==> src/sv/scm_pkg.sv <==
`timescale 1ns / 1ps
// ============================================================================
// scm_pkg
// Shared types, codes and widths for the servo pulse calibration map.
// ============================================================================
package scm_pkg;

    // Quotient bits produced by the divider pipeline, one bit per stage.
    localparam int QW = 18;
    // Divisor and partial remainder width.
    localparam int DW = 18;

    typedef logic [1:0] t_action;
    localparam t_action ACT_ANGLE_TO_PULSE = 2'd0;
    localparam t_action ACT_OPEN_TO_PULSE  = 2'd1;
    localparam t_action ACT_PULSE_TO_ANGLE = 2'd2;
    localparam t_action ACT_PULSE_TO_OPEN  = 2'd3;

    typedef logic [2:0] t_reg_idx;
    localparam t_reg_idx REG_MIN_US     = 3'd0;
    localparam t_reg_idx REG_CENTER_US  = 3'd1;
    localparam t_reg_idx REG_MAX_US     = 3'd2;
    localparam t_reg_idx REG_INVERT_DIR = 3'd3;
    localparam t_reg_idx REG_CLOSED_US  = 3'd4;
    localparam t_reg_idx REG_HALF_US    = 3'd5;
    localparam t_reg_idx REG_OPEN_US    = 3'd6;

    // Calibration register set.
    typedef struct packed {
        logic [15:0] min_us;
        logic [15:0] center_us;
        logic [15:0] max_us;
        logic        invert_dir;
        logic [15:0] closed_us;
        logic [15:0] half_us;
        logic [15:0] open_us;
    } t_cfg;

    // Operands of the shared multiply-add: value = x * y + b, then floor by d.
    typedef struct packed {
        t_action            action;
        logic signed [17:0] x;
        logic signed [17:0] y;
        logic signed [35:0] b;
        logic [DW-1:0]      d;
        logic [16:0]        off;
    } t_mul;

    // Divider pipeline word: partial remainder, dividend bits still to be
    // consumed at the top of lq and quotient bits gathered at its bottom.
    typedef struct packed {
        t_action       action;
        logic [DW-1:0] rem;
        logic [QW-1:0] lq;
        logic [DW-1:0] d;
        logic          neg;
        logic [16:0]   off;
    } t_div;

endpackage

==> src/sv/scm_in_if.sv <==
`timescale 1ns / 1ps
// ============================================================================
// scm_in_if
// Request channel: one conversion request per word.
// ============================================================================
interface scm_in_if;
    logic               valid;
    logic               ready;
    logic [1:0]         action;
    logic signed [15:0] angle_in;
    logic [16:0]        openness_in;
    logic [15:0]        pulse_in;

    modport source (output valid, action, angle_in, openness_in, pulse_in, input ready);
    modport sink   (input valid, action, angle_in, openness_in, pulse_in, output ready);
endinterface

==> src/sv/scm_out_if.sv <==
`timescale 1ns / 1ps
// ============================================================================
// scm_out_if
// Result channel: one conversion result per word.
// ============================================================================
interface scm_out_if;
    logic               valid;
    logic               ready;
    logic [15:0]        pulse_out;
    logic signed [14:0] angle_out;
    logic [16:0]        openness_out;

    modport source (output valid, pulse_out, angle_out, openness_out, input ready);
    modport sink   (input valid, pulse_out, angle_out, openness_out, output ready);
endinterface

==> src/sv/servo_pulse_calibration_map_unit.sv <==
`timescale 1ns / 1ps
// ============================================================================
// servo_pulse_calibration_map_unit
// Per-servo calibration: gaze angle and lid openness to pulse width and back.
// ============================================================================
// The unit accepts one request word per clock cycle unless the result side
// stalls, and returns one result word for each, in order, through two decode
// stages, a multiply, an add, a sign fold, an 18-stage restoring divider that
// produces one quotient bit per stage, and the output register. The divider
// pipeline sets the latency; throughput is one word per cycle unless stalled.
// Both handshakes may stall at any time; stages with bubbles keep filling
// while the result side waits. The user must write calibration registers over
// APB only while no request is in flight; the unit does not enforce it.
module servo_pulse_calibration_map_unit (
    input  logic        i_clk,
    input  logic        i_rst_n,
    scm_in_if.sink      i_in,
    scm_out_if.source   o_out,
    input  logic        psel,
    input  logic        penable,
    input  logic        pwrite,
    input  logic [4:0]  paddr,
    input  logic [31:0] pwdata,
    output logic [31:0] prdata,
    output logic        pready
);

    scm_pkg::t_cfg        r_cfg;
    scm_pkg::t_reg_idx    reg_idx;
    logic                 f_valid, f_ready;
    scm_pkg::t_mul        f_data;
    logic [scm_pkg::QW:0] w_v, w_r;
    scm_pkg::t_div        w_d [scm_pkg::QW+1];

    logic                 r_ov;
    logic [15:0]          r_pulse, n_pulse;
    logic signed [14:0]   r_angle, n_angle;
    logic [16:0]          r_open, n_open;

    assign reg_idx = paddr[4:2];
    assign pready  = 1'b1;

    // Calibration register writes.
    always_ff @(posedge i_clk) begin
        if (!i_rst_n) begin
            r_cfg.min_us     <= 16'd1000;
            r_cfg.center_us  <= 16'd1500;
            r_cfg.max_us     <= 16'd2000;
            r_cfg.invert_dir <= 1'b0;
            r_cfg.closed_us  <= 16'd1000;
            r_cfg.half_us    <= 16'd1500;
            r_cfg.open_us    <= 16'd2000;
        end else if (psel && penable && pwrite) begin
            unique case (reg_idx)
                scm_pkg::REG_MIN_US:     r_cfg.min_us     <= pwdata[15:0];
                scm_pkg::REG_CENTER_US:  r_cfg.center_us  <= pwdata[15:0];
                scm_pkg::REG_MAX_US:     r_cfg.max_us     <= pwdata[15:0];
                scm_pkg::REG_INVERT_DIR: r_cfg.invert_dir <= pwdata[0];
                scm_pkg::REG_CLOSED_US:  r_cfg.closed_us  <= pwdata[15:0];
                scm_pkg::REG_HALF_US:    r_cfg.half_us    <= pwdata[15:0];
                scm_pkg::REG_OPEN_US:    r_cfg.open_us    <= pwdata[15:0];
                default: begin
                end
            endcase
        end
    end

    // Register read-back.
    always_comb begin
        prdata = 32'd0;
        unique case (reg_idx)
            scm_pkg::REG_MIN_US:     prdata = {16'd0, r_cfg.min_us};
            scm_pkg::REG_CENTER_US:  prdata = {16'd0, r_cfg.center_us};
            scm_pkg::REG_MAX_US:     prdata = {16'd0, r_cfg.max_us};
            scm_pkg::REG_INVERT_DIR: prdata = {31'd0, r_cfg.invert_dir};
            scm_pkg::REG_CLOSED_US:  prdata = {16'd0, r_cfg.closed_us};
            scm_pkg::REG_HALF_US:    prdata = {16'd0, r_cfg.half_us};
            scm_pkg::REG_OPEN_US:    prdata = {16'd0, r_cfg.open_us};
            default:                 prdata = 32'd0;
        endcase
    end

    scm_front u_front (
        .i_clk    (i_clk),
        .i_rst_n  (i_rst_n),
        .i_cfg    (r_cfg),
        .i_valid  (i_in.valid),
        .o_ready  (i_in.ready),
        .i_action (i_in.action),
        .i_angle  (i_in.angle_in),
        .i_open   (i_in.openness_in),
        .i_pulse  (i_in.pulse_in),
        .o_valid  (f_valid),
        .i_ready  (f_ready),
        .o_data   (f_data)
    );

    scm_prep u_prep (
        .i_clk   (i_clk),
        .i_rst_n (i_rst_n),
        .i_valid (f_valid),
        .o_ready (f_ready),
        .i_data  (f_data),
        .o_valid (w_v[0]),
        .i_ready (w_r[0]),
        .o_data  (w_d[0])
    );

    // Quotient pipeline, one bit per stage.
    for (genvar g = 0; g < scm_pkg::QW; g++) begin : g_div
        scm_divstage u_stage (
            .i_clk   (i_clk),
            .i_rst_n (i_rst_n),
            .i_valid (w_v[g]),
            .o_ready (w_r[g]),
            .i_data  (w_d[g]),
            .o_valid (w_v[g+1]),
            .i_ready (w_r[g+1]),
            .o_data  (w_d[g+1])
        );
    end

    assign w_r[scm_pkg::QW] = !r_ov || o_out.ready;

    // Sign, offset and saturation of the quotient for each action.
    always_comb begin
        logic signed [18:0] q19, qs;
        q19     = {1'b0, w_d[scm_pkg::QW].lq};
        qs      = w_d[scm_pkg::QW].neg ? -q19 : q19;
        n_pulse = 16'd0;
        n_angle = '0;
        n_open  = 17'd0;
        unique case (w_d[scm_pkg::QW].action)
            scm_pkg::ACT_ANGLE_TO_PULSE, scm_pkg::ACT_OPEN_TO_PULSE: begin
                if (qs < 19'sd0) begin
                    n_pulse = 16'd0;
                end else if (qs > 19'sd65535) begin
                    n_pulse = 16'hFFFF;
                end else begin
                    n_pulse = qs[15:0];
                end
            end
            scm_pkg::ACT_PULSE_TO_ANGLE: begin
                n_angle = qs[14:0];
            end
            scm_pkg::ACT_PULSE_TO_OPEN: begin
                n_open = qs[16:0] + w_d[scm_pkg::QW].off;
            end
            default: begin
                n_open = 17'd0;
            end
        endcase
    end

    // Output register.
    always_ff @(posedge i_clk) begin
        if (!i_rst_n) begin
            r_ov <= 1'b0;
        end else if (w_r[scm_pkg::QW]) begin
            r_ov <= w_v[scm_pkg::QW];
        end
    end

    always_ff @(posedge i_clk) begin
        if (w_r[scm_pkg::QW] && w_v[scm_pkg::QW]) begin
            r_pulse <= n_pulse;
            r_angle <= n_angle;
            r_open  <= n_open;
        end
    end

    assign o_out.valid        = r_ov;
    assign o_out.pulse_out    = r_pulse;
    assign o_out.angle_out    = r_angle;
    assign o_out.openness_out = r_open;

    // The divider leaves a remainder below the divisor.
    a_rem_below_div: assert property (@(posedge i_clk) disable iff (!i_rst_n)
        w_v[scm_pkg::QW] |-> (w_d[scm_pkg::QW].rem < w_d[scm_pkg::QW].d))
        else $error("divider remainder not below divisor");

    // Inverse lid mapping never goes beyond fully open.
    a_open_range: assert property (@(posedge i_clk) disable iff (!i_rst_n)
        r_ov |-> (r_open <= 17'd65536))
        else $error("openness result beyond full open");

    // Inverse gaze mapping stays within plus or minus 45 degrees.
    a_angle_range: assert property (@(posedge i_clk) disable iff (!i_rst_n)
        r_ov |-> ((r_angle >= -15'sd11520) && (r_angle <= 15'sd11520)))
        else $error("angle result beyond 45 degrees");

endmodule

==> src/sv/scm_front.sv <==
`timescale 1ns / 1ps
// ============================================================================
// scm_front
// Two decode stages: clamping, mirroring and span selection, producing the
// operands of the multiply-add and the divisor for each action.
// ============================================================================
module scm_front (
    input  logic                i_clk,
    input  logic                i_rst_n,
    input  scm_pkg::t_cfg       i_cfg,
    input  logic                i_valid,
    output logic                o_ready,
    input  scm_pkg::t_action    i_action,
    input  logic signed [15:0]  i_angle,
    input  logic [16:0]         i_open,
    input  logic [15:0]         i_pulse,
    output logic                o_valid,
    input  logic                i_ready,
    output scm_pkg::t_mul       o_data
);

    localparam logic signed [15:0] GAZE_LIM = 16'sd11520;

    typedef struct packed {
        scm_pkg::t_action   action;
        logic signed [14:0] a;
        logic signed [16:0] d_pos;
        logic signed [16:0] d_neg;
        logic               p_ge_c;
        logic signed [16:0] t;
        logic               n_hi;
        logic [16:0]        n_k;
        logic signed [16:0] sl_lo;
        logic signed [16:0] sl_hi;
        logic signed [16:0] pm;
        logic signed [16:0] clm;
        logic signed [16:0] hfm;
        logic signed [16:0] opm;
    } t_dec;

    logic          r_v1, r_v2;
    t_dec          r_s1, n_s1;
    scm_pkg::t_mul r_s2, n_s2;
    logic          ok1, ok2;

    assign ok2     = !r_v2 || i_ready;
    assign ok1     = !r_v1 || ok2;
    assign o_ready = ok1;
    assign o_valid = r_v2;
    assign o_data  = r_s2;

    // Stage one: clamp the inputs, form the spans and mirror the lid points.
    always_comb begin
        logic signed [15:0] ang;
        logic signed [14:0] ac;
        logic [16:0]        nc;
        logic               mir;
        logic signed [16:0] pe, cle, hfe, ope;
        ang = i_angle;
        if (i_angle > GAZE_LIM) begin
            ang = GAZE_LIM;
        end else if (i_angle < -GAZE_LIM) begin
            ang = -GAZE_LIM;
        end
        ac = ang[14:0];
        n_s1.action = i_action;
        n_s1.a      = i_cfg.invert_dir ? -ac : ac;
        n_s1.d_pos  = {1'b0, i_cfg.max_us} - {1'b0, i_cfg.center_us};
        n_s1.d_neg  = {1'b0, i_cfg.center_us} - {1'b0, i_cfg.min_us};
        n_s1.p_ge_c = i_pulse >= i_cfg.center_us;
        n_s1.t      = {1'b0, i_pulse} - {1'b0, i_cfg.center_us};
        nc          = (i_open > 17'd65536) ? 17'd65536 : i_open;
        n_s1.n_hi   = nc > 17'd32768;
        n_s1.n_k    = n_s1.n_hi ? nc - 17'd32768 : nc;
        n_s1.sl_lo  = {1'b0, i_cfg.half_us} - {1'b0, i_cfg.closed_us};
        n_s1.sl_hi  = {1'b0, i_cfg.open_us} - {1'b0, i_cfg.half_us};
        // A lid that opens toward shorter pulses is handled by negating all points.
        mir         = i_cfg.open_us < i_cfg.closed_us;
        pe          = {1'b0, i_pulse};
        cle         = {1'b0, i_cfg.closed_us};
        hfe         = {1'b0, i_cfg.half_us};
        ope         = {1'b0, i_cfg.open_us};
        n_s1.pm     = mir ? -pe : pe;
        n_s1.clm    = mir ? -cle : cle;
        n_s1.hfm    = mir ? -hfe : hfe;
        n_s1.opm    = mir ? -ope : ope;
    end

    // Stage two: pick the multiply-add operands, divisor and offset per action.
    always_comb begin
        logic signed [16:0] d0, d2, tc;
        logic signed [17:0] dm, xm;
        logic [15:0]        c, base;
        d0   = '0;
        d2   = '0;
        tc   = '0;
        dm   = '0;
        xm   = '0;
        c    = i_cfg.center_us;
        base = r_s1.n_hi ? i_cfg.half_us : i_cfg.closed_us;
        n_s2        = '0;
        n_s2.action = r_s1.action;
        n_s2.d      = 18'd1;
        unique case (r_s1.action)
            scm_pkg::ACT_ANGLE_TO_PULSE: begin
                d0     = r_s1.a[14] ? r_s1.d_neg : r_s1.d_pos;
                n_s2.x = 18'(r_s1.a);
                n_s2.y = 18'(d0);
                // center * 11520 as a sum of shifts, plus one half for rounding.
                n_s2.b = 36'({c, 13'b0}) + 36'({c, 11'b0}) + 36'({c, 10'b0})
                       + 36'({c, 8'b0}) + 36'sd5760;
                n_s2.d = 18'd11520;
            end
            scm_pkg::ACT_OPEN_TO_PULSE: begin
                n_s2.x = {1'b0, r_s1.n_k};
                n_s2.y = 18'(r_s1.n_hi ? r_s1.sl_hi : r_s1.sl_lo);
                n_s2.b = 36'({base, 15'b0}) + 36'sd16384;
                n_s2.d = 18'd32768;
            end
            scm_pkg::ACT_PULSE_TO_ANGLE: begin
                d2 = r_s1.p_ge_c ? r_s1.d_pos : r_s1.d_neg;
                if (d2 > 17'sd0) begin
                    tc = r_s1.t;
                    if (r_s1.t > d2) begin
                        tc = d2;
                    end else if (r_s1.t < -d2) begin
                        tc = -d2;
                    end
                    if (i_cfg.invert_dir) begin
                        tc = -tc;
                    end
                    n_s2.x = 18'(tc);
                    n_s2.y = 18'sd23040;
                    n_s2.b = 36'(d2);
                    n_s2.d = {d2, 1'b0};
                end
            end
            scm_pkg::ACT_PULSE_TO_OPEN: begin
                if (r_s1.pm <= r_s1.clm) begin
                    n_s2.off = 17'd0;
                end else if (r_s1.pm >= r_s1.opm) begin
                    n_s2.off = 17'd65536;
                end else begin
                    if (r_s1.pm <= r_s1.hfm) begin
                        dm = 18'(r_s1.hfm) - 18'(r_s1.clm);
                        xm = 18'(r_s1.pm) - 18'(r_s1.clm);
                    end else begin
                        dm       = 18'(r_s1.opm) - 18'(r_s1.hfm);
                        xm       = 18'(r_s1.pm) - 18'(r_s1.hfm);
                        n_s2.off = 17'd32768;
                    end
                    n_s2.x = xm;
                    n_s2.y = 18'sd65536;
                    n_s2.b = 36'(dm);
                    n_s2.d = {dm[16:0], 1'b0};
                end
            end
            default: begin
                n_s2.d = 18'd1;
            end
        endcase
    end

    // Stage registers with valid bits.
    always_ff @(posedge i_clk) begin
        if (!i_rst_n) begin
            r_v1 <= 1'b0;
            r_v2 <= 1'b0;
        end else begin
            if (ok1) begin
                r_v1 <= i_valid;
            end
            if (ok2) begin
                r_v2 <= r_v1;
            end
        end
    end

    always_ff @(posedge i_clk) begin
        if (ok1 && i_valid) begin
            r_s1 <= n_s1;
        end
        if (ok2 && r_v1) begin
            r_s2 <= n_s2;
        end
    end

endmodule

==> src/sv/scm_prep.sv <==
`timescale 1ns / 1ps
// ============================================================================
// scm_prep
// Multiply, add and sign fold: turns x*y+b into an unsigned dividend whose
// quotient by d gives the floor of the signed value.
// ============================================================================
module scm_prep (
    input  logic          i_clk,
    input  logic          i_rst_n,
    input  logic          i_valid,
    output logic          o_ready,
    input  scm_pkg::t_mul i_data,
    output logic          o_valid,
    input  logic          i_ready,
    output scm_pkg::t_div o_data
);

    typedef struct packed {
        scm_pkg::t_action   action;
        logic signed [35:0] v;
        logic signed [35:0] b;
        logic [17:0]        d;
        logic [16:0]        off;
    } t_acc;

    logic          r_vm, r_va, r_vf;
    t_acc          r_m, r_a;
    scm_pkg::t_div r_f, n_f;
    logic          okm, oka, okf;
    logic [35:0]   mag;

    assign okf     = !r_vf || i_ready;
    assign oka     = !r_va || okf;
    assign okm     = !r_vm || oka;
    assign o_ready = okm;
    assign o_valid = r_vf;
    assign o_data  = r_f;

    // A negative value is floored by dividing (-v + d - 1) and negating after.
    always_comb begin
        if (r_a.v[35]) begin
            mag = 36'd0 - r_a.v + 36'(r_a.d) - 36'd1;
        end else begin
            mag = r_a.v;
        end
        n_f.action = r_a.action;
        n_f.rem    = {1'b0, mag[34:18]};
        n_f.lq     = mag[17:0];
        n_f.d      = r_a.d;
        n_f.neg    = r_a.v[35];
        n_f.off    = r_a.off;
    end

    always_ff @(posedge i_clk) begin
        if (!i_rst_n) begin
            r_vm <= 1'b0;
            r_va <= 1'b0;
            r_vf <= 1'b0;
        end else begin
            if (okm) begin
                r_vm <= i_valid;
            end
            if (oka) begin
                r_va <= r_vm;
            end
            if (okf) begin
                r_vf <= r_va;
            end
        end
    end

    // Product stage, sum stage, fold stage.
    always_ff @(posedge i_clk) begin
        if (okm && i_valid) begin
            r_m.action <= i_data.action;
            r_m.v      <= i_data.x * i_data.y;
            r_m.b      <= i_data.b;
            r_m.d      <= i_data.d;
            r_m.off    <= i_data.off;
        end
        if (oka && r_vm) begin
            r_a.action <= r_m.action;
            r_a.v      <= r_m.v + r_m.b;
            r_a.b      <= r_m.b;
            r_a.d      <= r_m.d;
            r_a.off    <= r_m.off;
        end
        if (okf && r_va) begin
            r_f <= n_f;
        end
    end

endmodule

==> src/sv/scm_divstage.sv <==
`timescale 1ns / 1ps
// ============================================================================
// scm_divstage
// One restoring division step: brings down one dividend bit and yields one
// quotient bit.
// ============================================================================
module scm_divstage (
    input  logic          i_clk,
    input  logic          i_rst_n,
    input  logic          i_valid,
    output logic          o_ready,
    input  scm_pkg::t_div i_data,
    output logic          o_valid,
    input  logic          i_ready,
    output scm_pkg::t_div o_data
);

    logic                  r_valid;
    scm_pkg::t_div         r_data, n_data;
    logic [scm_pkg::DW:0]  trial, diff;
    logic                  ge;

    assign o_ready = !r_valid || i_ready;
    assign o_valid = r_valid;
    assign o_data  = r_data;

    // Compare and subtract; the remainder stays below the divisor.
    always_comb begin
        trial       = {i_data.rem, i_data.lq[scm_pkg::QW-1]};
        diff        = trial - {1'b0, i_data.d};
        ge          = trial >= {1'b0, i_data.d};
        n_data      = i_data;
        n_data.rem  = ge ? diff[scm_pkg::DW-1:0] : trial[scm_pkg::DW-1:0];
        n_data.lq   = {i_data.lq[scm_pkg::QW-2:0], ge};
    end

    always_ff @(posedge i_clk) begin
        if (!i_rst_n) begin
            r_valid <= 1'b0;
        end else if (o_ready) begin
            r_valid <= i_valid;
        end
    end

    always_ff @(posedge i_clk) begin
        if (o_ready && i_valid) begin
            r_data <= n_data;
        end
    end

endmodule

==> src/flat_wrapper.sv <==
// flat-port wrapper written by rule: the top's interface ports become plain ports
module servo_pulse_calibration_map_unit_flat 
  (i_clk, i_rst_n, psel, penable, pwrite, paddr, pwdata, prdata, pready, i_in_valid, i_in_action, i_in_angle_in, i_in_openness_in, i_in_pulse_in, i_in_ready, o_out_valid, o_out_pulse_out, o_out_angle_out, o_out_openness_out, o_out_ready);
  scm_in_if i_in_i ();
  scm_out_if o_out_i ();
  input  logic i_clk;
  input  logic i_rst_n;
  input  logic psel;
  input  logic penable;
  input  logic pwrite;
  input  logic [4:0] paddr;
  input  logic [31:0] pwdata;
  output logic [31:0] prdata;
  output logic pready;
  input wire logic [$bits(i_in_i.valid)-1:0] i_in_valid;
  input wire logic [$bits(i_in_i.action)-1:0] i_in_action;
  input wire logic [$bits(i_in_i.angle_in)-1:0] i_in_angle_in;
  input wire logic [$bits(i_in_i.openness_in)-1:0] i_in_openness_in;
  input wire logic [$bits(i_in_i.pulse_in)-1:0] i_in_pulse_in;
  output wire logic [$bits(i_in_i.ready)-1:0] i_in_ready;
  output wire logic [$bits(o_out_i.valid)-1:0] o_out_valid;
  output wire logic [$bits(o_out_i.pulse_out)-1:0] o_out_pulse_out;
  output wire logic [$bits(o_out_i.angle_out)-1:0] o_out_angle_out;
  output wire logic [$bits(o_out_i.openness_out)-1:0] o_out_openness_out;
  input wire logic [$bits(o_out_i.ready)-1:0] o_out_ready;
  assign i_in_i.valid = i_in_valid;
  assign i_in_i.action = i_in_action;
  assign i_in_i.angle_in = i_in_angle_in;
  assign i_in_i.openness_in = i_in_openness_in;
  assign i_in_i.pulse_in = i_in_pulse_in;
  assign i_in_ready = i_in_i.ready;
  assign o_out_valid = o_out_i.valid;
  assign o_out_pulse_out = o_out_i.pulse_out;
  assign o_out_angle_out = o_out_i.angle_out;
  assign o_out_openness_out = o_out_i.openness_out;
  assign o_out_i.ready = o_out_ready;
  servo_pulse_calibration_map_unit u_core (.i_clk(i_clk), .i_rst_n(i_rst_n), .i_in(i_in_i), .o_out(o_out_i), .psel(psel), .penable(penable), .pwrite(pwrite), .paddr(paddr), .pwdata(pwdata), .prdata(prdata), .pready(pready));
endmodule
==> config.mk <==
export PLATFORM = sky130hd
export DESIGN_NAME = servo_pulse_calibration_map_unit_flat
export DESIGN_NICKNAME = d
export VERILOG_FILES = /design/src/sv/scm_pkg.sv /design/src/sv/scm_in_if.sv /design/src/sv/scm_out_if.sv /design/src/sv/servo_pulse_calibration_map_unit.sv /design/src/sv/scm_front.sv /design/src/sv/scm_prep.sv /design/src/sv/scm_divstage.sv /design/src/flat_wrapper.sv
export SDC_FILE = /design/constraint.sdc
export NUM_CORES = 2
export LEC_CHECK = 0
export ABC_AREA = 0
export ABC_CLOCK_PERIOD_IN_PS = 9900
export BUFFER_PORTS_ARGS = -buffer_cell sky130_fd_sc_hd__buf_4
export CAP_MARGIN = 20
export CORE_ASPECT_RATIO = 0.9
export CORE_MARGIN = 5
export CORE_UTILIZATION = 30
export DETAILED_ROUTE_END_ITERATION = 7
export PLACE_DENSITY = 0.44
export SYNTH_ARGS = -nofsm -noshare
export SYNTH_HDL_FRONTEND = slang
export SYNTH_SLANG_ARGS = --single-unit
==> constraint.sdc <==
create_clock -name i_clk -period 9.9 [get_ports i_clk]
set_clock_uncertainty 0.1 [all_clocks]
set_input_delay 1.98 -clock i_clk [delete_from_list [all_inputs] [get_ports i_clk]]
set_output_delay 1.98 -clock i_clk [all_outputs]
set_load 0.01 [all_outputs]
After elaboration in Yosys (flattened, before gate mapping)

Index checks and enable logic that the tools add are counted.

Add/sub/neg operators: 45
Multipliers: 1
$lt $le $gt $ge: 32
Equal/unequal tests: 12
Muxes and demuxes: 47
Bitwise gates (word level): 2
Reduce and logical (&&, ||, !) cells: 88

Operators with widths:

| operator                                            | number |
|---|---|
| two-way mux 18 bit                                  | 20 |
| case mux 90 bit (4 select lines)                    | 1 |
| greater-or-equal comparator 19 x 18 -> 1 bit        | 17 |
| subtractor 18 bit                                   | 17 |
| two-way mux 90 bit                                  | 3 |
| two-way mux 17 bit                                  | 10 |
| two-way mux 16 bit                                  | 7 |
| case mux 16 bit (7 select lines)                    | 1 |
| subtractor 16 x 16 -> 17 bit                        | 5 |
| subtractor 17 x 17 -> 18 bit                        | 4 |
| negator 16 -> 17 bit                                | 4 |
| two-way mux 15 bit                                  | 3 |
| adder 36 bit                                        | 1 |
| multiplier 18 x 18 -> 36 bit                        | 1 |
| adder 35 x 18 -> 35 bit                             | 1 |
| two-way mux 35 bit                                  | 1 |
| subtractor 1 x 35 -> 35 bit (first input constant)  | 1 |
| subtractor 35 x 1 -> 35 bit (second input constant) | 1 |
| <= comparator 17 bit                                | 2 |
| negator 17 bit                                      | 2 |
| adder 32 x 13 -> 33 bit (second input constant)     | 1 |
| adder 31 x 15 -> 32 bit (second input constant)     | 1 |
| adder 31 x 24 -> 32 bit                             | 1 |
| adder 30 x 26 -> 31 bit                             | 1 |
| 33 further kinds                                    | 121 |

Bits in registers: 2018
Bits of input ports: 95
Output and inout port bits: 83
Word-level logic and storage cells: 407

Depth between registers and ports, before layout

Depth in word-level cells: 26
Depth in mapped cells: 27
Mapped depth without buffers: 26

Cells and area by module

Synthesis repeated with hierarchy kept, for this count alone.

Cell total of the unflattened synthesis: 10125
Area, all modules: 118758.9 sq um

By module, submodules not included:

| module                                     | times used | cells an instance | area each (sq um) | seq. area each (sq um) |
|---|---|---|---|---|
| scm_divstage (u_core.g_div[0].u_stage ...) | 15         | 266               | 3621.0            | 2242.2 |
| scm_prep                                   | 1          | 2112              | 23198.5           | 7717.4 |
| scm_front                                  | 1          | 2400              | 22994.6           | 8177.8 |
| scm_divstage (u_core.g_div[3].u_stage ...) | 2          | 266               | 3676.0            | 2242.2 |
| servo_pulse_calibration_map_unit           | 1          | 827               | 7315.8            | 3403.3 |
| scm_divstage (u_core.g_div[5].u_stage)     | 1          | 264               | 3583.4            | 2242.2 |

Worst setup path after synthesis

No wires, ideal clock.

Path kind: input port to flip-flop
Start point: in o_out_ready
End point: reg u_core.u_prep.r_m[100] (netlist name) (enable)
Library setup time: 648 ps
Data arrival time: 8814 ps
Data required time: 9152 ps
Setup slack: 339 ps
Cell stages on the path: 7
Path buffers: 0
Cell sequence: nor2b_1 -> and3_1 -> and3_1 -> nand2_1 -> nor4_1 -> and3_1 -> a21boi_0

Longest elaborated chain between the ends: 23

RTL lines:

| element                        | RTL line                                | RTL |
|---|---|---|
| from (decl)                    | flat_wrapper.sv:25                      | `input wire logic [$bits(o_out_i.ready)-1:0] o_out_ready;` |
| logical OR 1 bit               | servo_pulse_calibration_map_unit.sv:123 | `assign w_r[scm_pkg::QW] = !r_ov \|\| o_out.ready;` |
| logical OR 1 bit (18 in a row) | scm_divstage.sv:23                      | `assign o_ready = !r_valid \|\| i_ready;` |
| logical OR 1 bit               | scm_prep.sv:32                          | `assign okf = !r_vf \|\| i_ready;` |
| logical OR 1 bit               | scm_prep.sv:33                          | `assign oka = !r_va \|\| okf;` |
| logical OR 1 bit               | scm_prep.sv:34                          | `assign okm = !r_vm \|\| oka;` |
| logical AND 1 bit              | scm_prep.sv:74                          | `if (okm && i_valid) begin` |
| to (decl)                      | scm_prep.sv:27                          | `t_acc r_m, r_a;` |

No other way between the ends.
A chain may end at the register's enable or synchronous reset.

==> metrics <==
Final Total Pwr=24.8 mW; crit path cell chain=buf_4 > or3b_1 > a222oi_1 > buf_4 > and3_1 > nand3_1 > ha_1 > ha_1 > a211oi_1 > nand4b_1 > a221o_1 > o21ai_2 > buf_4 > mux2_2 > o32ai_1 > nand3b_1 > o41ai_2 > xnor2_1 > a22oi_2 > o21ai_1; wire per inst=21.0 microns; Max Slew Vio Count=0; row count=201; final hold vios=0; share of layout cells above drive strength 1=0.0777; CP peak stage delay=1.04 ns; Worst-path clk slew=0.06 ns; largest net degree at the start of global routing=139; CTS Sinks=1,664; Final setup viols=0; number of flops mapped to enable cells by yosys=1,543; Crit Path Class=reg2reg; initial antenna violation count=10; later-pin clock latency in the skew report=0.85 ns; WP data required=10.29 ns; multi-input logic area=0.0464 sq mm; Initial Util=0.301; RSZ-0062 raised after global routing=no; FF+latch count, synth=1,664; Die ar.=0.345 sq mm; Worst Tran Pin Value=1.09 ns; CTS max path bufs=4; port buffer count=142; post-synthesis sequential area ratio=0.488; core area=0.332 sq mm; Layout Cells excl Fill=13,700; Max Cap Viol=0; first-pass GRT wire length=428,000 microns; DRC viols=0; PostCTS Resize Cnt=0; Setup WS post-layout=2.06 ns; Root Driver=clkbuf_16; Slowest-stage cell, CP=edfxtp_1; syn avg cell area=11.2 sq um; Max VDD drop=378 uV; Most Frequent Cell on Critical Path=buf_4; antenna-violating nets left=0; Layout Utilization=0.339; Cells after DPL=13,400; Async S/R FF share, synth=0; post-synthesis cell area=0.0999 sq mm; Pwr Density=220 mW/mm^2; area growth from synthesis to layout=12.8%; Hold/Removal Path Class=reg2reg; DIE HEIGHT=558 microns; max_slew headroom=0.274; Primary FF master, synth=edfxtp_1; Congestion Overflow GR=0; total iterations of the first detailed-routing run=5; gr usage total=0.163; fillers=33,200; Final GP Congestion=0.874; synth unique cells=92; type of origin of the critical path=flop; max frequency=0.128 GHz; routed wire length=288,000 microns; routed vias=66,400; fin crit share=0.792; Worst setup EP type=flop; final net count=10,300; Num CTS Buffers=188; drt first-iter violations=4,651; Synth Warn #=0; CTS tree=built; Arr. time, crit path=8.22 ns; placement-stage worst setup slack=2.30 ns; Final HPWL DP=224,000 microns; Post-CTS Repair Setup Buffers=0; status=complete, no violations; post-synthesis cell count=8,926; Worst Path Max Fanout=24; number of global-route vias before repair=66,800; leakage=44.1 nW; chip width=618 microns; Setup TNS=0 ns; cts hold-fix bufs=0; min cycle time layout=7.84 ns; Ports=178; routed vias/inst=4.84; Register Area=0.0488 sq mm; H-tree levels=4
final timing paths:
kind,slack [ns],start,endpoint,depth (start not counted)
hold reg to reg,0.28,u_core.u_prep.o_data[72]$_DFFE_PP_,u_core.g_div[0].u_stage.o_data[72]$_DFFE_PP_,0
hold / removal,0.28,u_core.u_prep.o_data[72]$_DFFE_PP_,u_core.g_div[0].u_stage.o_data[72]$_DFFE_PP_,0
setup / recovery,2.06,u_core.u_front.r_s1[137]$_DFFE_PP_,u_core.u_front.o_data[106]$_DFFE_PP_,20
setup reg to reg,2.06,u_core.u_front.r_s1[137]$_DFFE_PP_,u_core.u_front.o_data[106]$_DFFE_PP_,20
sequential cells by signal, indices dropped and copies added, names as in the netlist:
name                          count
u_core.u_prep.o_data             58
u_core.u_front.n_s2               2
u_core.u_front.r_v1               1
u_core.o_out.pulse_out           16
u_core.u_prep.r_vm                1
u_core.u_prep.r_va                1
u_core.u_front.o_valid            1
u_core.u_front.r_s1             187
u_core.r_cfg                     97
u_core.o_out.angle_out           15
u_core.g_div.u_stage.o_data    1026
u_core.u_front.o_data            82
u_core.o_out.valid                1
u_core.u_prep.n_f                23
u_core.u_prep.r_a                35
u_core.u_prep.o_valid             1
u_core.g_div.u_stage.o_valid     18
u_core.o_out.openness_out        17
u_core.u_prep.r_m                82
cell type report:
class	instances	share of cell area
Timing Repair Buffer	215	0.0161
Inverter	1092	0.0364
Clock inverter	102	0.00856
Antenna cell	7	0.000155
Multi-Input combinational cell	5957	0.412
Tap cell	4466	0.0496
Sequential cell	1664	0.433
Clock buffer	231	0.0445
per-stage QoR:
stage	cell area [sq um]	hold slack [ns]
after floorplan	100000	0.300
after global placement	106000	0.300
after detailed placement	106000	0.305
after CTS	112000	0.261
after global routing	113000	0.267
final	113000	0.277
metal layers:
layer | track usage | vias to the layer above | wire [microns]
met3 | 0.0199 | 390 | 11700
li1 | - | 32000 | -
met2 | 0.291 | 1374 | 143000
met1 | 0.204 | 32700 | 123000
met4 | 0.0541 | 2 | 10300
met5 | 0 | - | 13
worst max-delay path: cells and delay by family, from the launching register on:
| family | cells | cell delay (ns) |
|---|---|---|
| AO/OA/AOI/OAI | 8 | 3.03 |
| XOR/XNOR | 1 | 0.12 |
| adder cells (fa/ha/maj) | 2 | 0.54 |
| buffers and inverters | 3 | 1.01 |
| flip-flops | 1 | 1.04 |
| multiplexers | 1 | 0.38 |
| AND/OR/NAND/NOR | 5 | 1.30 |
cell usage after synthesis (43+ instances only):
cell	number	share of area
edfxtp_1	1543	0.46
inv_1	1089	0.041
ha_1	721	0.090
nand2_1	686	0.026
nor2_1	609	0.023
a21oi_1	550	0.028
fa_1	384	0.077
o21ai_0	356	0.018
xnor2_1	353	0.031
clkbuf_1	198	0.0074
and2_1	193	0.012
mux2_2	139	0.016
xor2_1	136	0.012
a21o_1	135	0.010
nand3_1	134	0.0067
nor3_1	128	0.0064
nor2b_1	127	0.0080
o21a_1	126	0.0095
a21boi_0	121	0.0091
dfxtp_1	121	0.024
a211oi_1	117	0.0088
nand2b_1	93	0.0058
mux2i_1	91	0.0091
nand4_1	75	0.0047
o31ai_1	64	0.0048
a31oi_1	51	0.0032
o211ai_1	49	0.0037
o21bai_1	45	0.0034
and3_1	43	0.0027
logic make-up after synthesis:
kind of cell / after synthesis / share of synthesized area
other: 2 / 0.0000752
muxes: 236 / 0.0261
and+or+nand+nor: 2248 / 0.107
xor gates and xnor gates: 489 / 0.0429
adders and majority gates: 1105 / 0.167
buffers and inverters: 1321 / 0.0504
AOI/OAI and AO/OA: 1861 / 0.119
DFF: 1664 / 0.488
power breakdown:
group	internal [mW]	total (mW)	switching, mW	leakage, nW
combinational	3.96	9.34	5.38	26.2
sequential	8.30	8.58	0.273	15.0
clock	4.03	6.93	2.90	2.93
total	16.3	24.8	8.55	44.1
cell usage in the layout, fill, tap and decap left out, types with 139 or more instances in the layout:
cell / synthesis / routed
nand2_1: 686 / 686
nor2_1: 609 / 608
xnor2_1: 353 / 353
ha_1: 721 / 721
clkbuf_16: 0 / 192
mux2_2: 139 / 139
o21ai_0: 356 / 356
and2_1: 193 / 191
fa_1: 384 / 384
inv_1: 1089 / 1089
buf_4: 17 / 202
a21oi_1: 550 / 548
edfxtp_1: 1543 / 1543
Note: power is estimated with default switching activity, not from simulation.
